File: config.mk
export PLATFORM = sky130hd
export DESIGN_NAME = tsb_pix_unit
export DESIGN_NICKNAME = d
export VERILOG_FILES = /design/src/tsb_pkg.sv /design/src/tsb_pix_unit.sv
export SDC_FILE = /design/constraint.sdc
export NUM_CORES = 1
export LEC_CHECK = 0
export BUFFER_PORTS_ARGS = -buffer_cell sky130_fd_sc_hd__buf_4
export CAP_MARGIN = 20
export CORE_ASPECT_RATIO = 0.5
export CORE_MARGIN = 5
export CORE_UTILIZATION = 31
export DETAILED_ROUTE_END_ITERATION = 7
export SETUP_SLACK_MARGIN = 0.4
export SYNTH_ARGS = -nofsm -noshare
export SYNTH_HDL_FRONTEND = slang
export SYNTH_SLANG_ARGS = --single-unit
File: constraint.sdc
create_clock -name vclk -period 3.1
set_input_delay 0.155 -clock vclk [all_inputs]
set_output_delay 0.155 -clock vclk [all_outputs]
set_load 0.02 [all_outputs]
File: src/tsb_pkg.sv
// Shared types and constants of the tile sprite blitter.
package tsb_pkg;

    // Sheet store geometry: 256 x 256 entries of 2-bit palette indices.
    localparam int SHEET_AW    = 16;
    localparam int SHEET_DEPTH = 1 << SHEET_AW;
    localparam int SHEET_DW    = 2;

    // Tiles are 8 x 8, 32 tiles to a sheet row.
    localparam int TILE_AW   = 3;
    localparam int TILE_COLW = 5;
    localparam int TILE_NUMW = 10;
    localparam int PIX_CNTW  = 2 * TILE_AW;
    localparam logic [PIX_CNTW-1:0] PIX_LAST = '1;

    // Screen and coordinate widths.
    localparam int DIMW  = 11;
    localparam int POSW  = 16;
    localparam int WPOSW = POSW + 1;
    localparam int ADDRW = 20;
    localparam int COLW  = 8;
    localparam int PALW  = 32;

    localparam logic [DIMW-1:0] MAX_SCREEN_DIM = 11'd1024;
    localparam logic [COLW-1:0] TRANSPARENT    = 8'd255;

    localparam logic [DIMW-1:0] RST_SCREEN_W  = 11'd160;
    localparam logic [DIMW-1:0] RST_SCREEN_H  = 11'd120;

    // Configuration register indexes.
    localparam int CFG_IDXW = 2;
    localparam int CFG_DW   = 16;
    localparam logic [CFG_IDXW-1:0] CFG_SCREEN_W = 2'd0;
    localparam logic [CFG_IDXW-1:0] CFG_SCREEN_H = 2'd1;
    localparam logic [CFG_IDXW-1:0] CFG_SCROLL_X = 2'd2;
    localparam logic [CFG_IDXW-1:0] CFG_SCROLL_Y = 2'd3;

    // Item kinds carried in tuser.
    localparam logic KIND_LOAD = 1'b0;
    localparam logic KIND_DRAW = 1'b1;

    localparam int IN_TDATAW  = 96;
    localparam int OUT_TDATAW = 32;

    typedef enum logic [2:0] {
        S_IDLE,
        S_SETUP,
        S_READ,
        S_EVAL,
        S_FLUSH
    } t_state;

    // Result of the per-pixel clip and address unit.
    typedef struct packed {
        logic             vis;
        logic [ADDRW-1:0] addr;
    } t_pix_res;

endpackage

File: src/tsb_pix_unit.sv
// Per-pixel clip and framebuffer address unit, reused for every tile pixel.
module tsb_pix_unit (
    input  logic signed [tsb_pkg::WPOSW-1:0] i_xp,
    input  logic signed [tsb_pkg::WPOSW-1:0] i_yp,
    input  logic [tsb_pkg::TILE_AW-1:0]      i_px,
    input  logic [tsb_pkg::TILE_AW-1:0]      i_py,
    input  logic [tsb_pkg::DIMW-1:0]         i_w,
    input  logic [tsb_pkg::DIMW-1:0]         i_h,
    input  logic [tsb_pkg::ADDRW-1:0]        i_row_base,
    output tsb_pkg::t_pix_res                o_res
);
    import tsb_pkg::*;

    logic [WPOSW:0] sx;
    logic [WPOSW:0] sy;
    logic           vis_x;
    logic           vis_y;

    // Screen coordinates, one bit wider than the scrolled position.
    assign sx = {i_xp[WPOSW-1], i_xp} + {{(WPOSW+1-TILE_AW){1'b0}}, i_px};
    assign sy = {i_yp[WPOSW-1], i_yp} + {{(WPOSW+1-TILE_AW){1'b0}}, i_py};

    assign vis_x = !sx[WPOSW] && (sx[WPOSW-1:0] < {{(WPOSW-DIMW){1'b0}}, i_w});
    assign vis_y = !sy[WPOSW] && (sy[WPOSW-1:0] < {{(WPOSW-DIMW){1'b0}}, i_h});

    assign o_res.vis  = vis_x && vis_y;
    assign o_res.addr = {{(ADDRW-WPOSW-1){1'b0}}, sx} + i_row_base;

endmodule

==> impl_results.md <==
- Status: finished with violations
- Failing checks: setup timing
- Routed Antenna Nets: 0
- Power per cell area: 236 nW/um^2
- Overall die height: 69.1 um
- Gr usage total: 16.7%
- Starting density of the core: 32.2%
- HP Start: i_row_base[19]
- Largest net degree at the start of global routing: 7
- Final Cycle Share: 102%
- Post-synth top cells: ha_1, inv_1, xnor2_1, nor2_1
- Wirelength, routed: 7720 um
- Ports: 103
- Synth Instances: 299
- TritonRoute pass-1 iters: 5
- Total inserted antenna cells: 0
- Cell class contributing the biggest share of worst-path delay: compound AO/OA/AOI/OAI gates
- # nets final: 608
- Crit path DAT: 3000 ps
- Hold Path End: o_res[19]
- Worst min path class: in2out
- Final core occ: 61.3%
- Via density: 4.92
- Synth cell types: 45
- Final WS setup: -59.5 ps
- Worst slew pin tran: 367 ps
- Relative slew margins: 75.3%
- # setup viols final: 5
- Dpl hpwl: 6370 um
- Yosys warns: 0
- WP data required: 2940 ps
- Mapped Nets: 428
- Seq/Total Area, Yosys: 0%
- Synth area leader: ha_1
- Final Hold Viols: 0
- WL per Instance: 13.6 um
- Clkbuf count: 0
- Vias in the first global route: 2990
- Share of cells above drive strength 1: 50.9%
- Count leader, synth: ha_1
- First-pass GRT wire length: 12900 um
- Crit-path max FO: 4
- Seq. cell area: 0 sq um
- Place WS: -273 ps
- Worst path bufs/invs: 3
- Gr ovfl total: 0
- Leakage dissipation: 2.14 nW
- Final GP Congestion: 0.878
- DR iter-0 viols: 60
- Max-cap viol count: 0
- Critical path class: in2out
- Crit path cell chain: buf_6, ha_4, inv_2, fa_2, nor2b_4, o211ai_1, nor2_1, xor2_1, ha_1, a21o_1, a21oi_2, nor2b_4, a311oi_2, o41ai_2, xnor2_2, buf_4
- CP max-delay cell: fa_2
- Synth top area share: 25.4%
- Crit start category: input pin
- Core box area: 6730 sq um
- Antenna violations before repair: 0
- Fin. max-slew vios: 0
- Max Clk Rate: 317 MHz
- Num rows: 21
- Critical path depth in cells: 16
- Hold-fix buffers, CTS: 0
- Post-synthesis average cell area: 7.24 sq um
- RSZ-0062 raised after global routing: yes
- Port bufs: 103
- DR DRC count: 0
- Vias: 2799
- Synth top area cells: ha_1, xnor2_1, inv_1
- # fillers: 607
- Area delta synth->final: 90.6%
- Delay of the slowest critical-path stage: 360 ps
- Min-Delay Path Depth: 3
- Die ar.: 8850 sq um
- Crit path top cell by count: nor2b_4
- Fin crit period: 3160 ps
- Sequential cell count: 0
- Horiz. Die Dim: 128 um
- Critical Path End Type: output pin
- Worst VDD drop: 0.0938 mV
- Synth Cell Area: 2160 sq um
- Setup TNS: -167 ps
## worst max path at each step
stage / to / start / slack (ps)
2_1_floorplan: o_res[19] / i_xp[0] / 210
3_3_place_gp: o_res[17] / i_xp[0] / -160
3_5_place_dp: o_res[17] / i_xp[0] / -270
4_1_cts: o_res[17] / i_xp[0] / -50
5_1_grt: o_res[17] / i_xp[0] / -210
6_report: o_res[17] / i_xp[0] / -60
## cell type report
type	count	area (sq um)	share of cell area, %
Multi-Input combinational cell	262	2460	59.7
Timing Repair Buffer	178	1410	34.1
Inverter	37	139	3.37
Tap cell	92	115	2.79
## cells by family (layout without fill, tap and decap cells)
kind of cell	count (synthesis)	count (layout)	synth area share, %
AOI/OAI and AO/OA	81	81	25.2
xor gates and xnor gates	40	40	16.2
adders and majority gates	47	47	28.2
buffers and inverters	37	215	6.42
muxes	3	3	1.39
and+or+nand+nor	91	91	22.6
## power by group
part	switching, mW	internal, mW
clock network	0	0
registers	0	0
logic	0.458	0.515
total	0.458	0.515
## metal layers
layer	part of all wire, %	global-route usage, %	wire length (um)	vias up
li1	-	-	-	1441
met1	42	19.6	3270	1285
met2	52	32.8	3990	67
met3	5.2	2.01	402	6
met4	0.69	1.88	53	0
met5	0	0	0	-
## repair_timing
| action | CTS | global route |
|---|---|---|
| pin swaps | 35 | 21 |
| setup endpoints to repair | 14 | 15 |
| gates cloned | 0 | 0 |
| gates resized for setup | 54 | 22 |
| buffers inserted | 25 | 5 |
## stage by stage
step | cell area [sq um] | power, mW | std cells | hold slack, ps
2_1_floorplan | 2280 | 0.456 | 299 | 399
3_3_place_gp | 3510 | 0.816 | 539 | 594
3_5_place_dp | 3510 | 0.826 | 539 | 595
4_1_cts | 3960 | 0.929 | 564 | 607
5_1_grt | 4120 | 1.06 | 569 | 616
6_report | 4120 | 0.972 | 569 | 605
## layout by cell type (no fill, tap or decap), types with 3 or more instances in the layout
cell type | Yosys | routed
xnor2_1 | 25 | 14
xor2_1 | 15 | 13
nor2_1 | 24 | 20
nand2b_1 | 5 | 5
ha_1 | 44 | 36
nand3_1 | 8 | 8
mux2i_1 | 3 | 3
ha_4 | 0 | 8
nor3_1 | 8 | 5
buf_4 | 0 | 159
nor2b_1 | 6 | 3
xnor2_2 | 0 | 9
o21ai_0 | 12 | 7
o21ai_2 | 0 | 3
o211ai_1 | 3 | 3
a21oi_2 | 1 | 7
a21oi_1 | 18 | 10
a21o_1 | 18 | 18
nand2_1 | 17 | 15
and3_4 | 1 | 3
nand4_1 | 7 | 7
inv_1 | 37 | 36
o21bai_1 | 6 | 4
and4_1 | 3 | 3
nor2_2 | 0 | 3
buf_6 | 0 | 19
a211oi_2 | 0 | 4
Power figures use the tool's default switching activity.
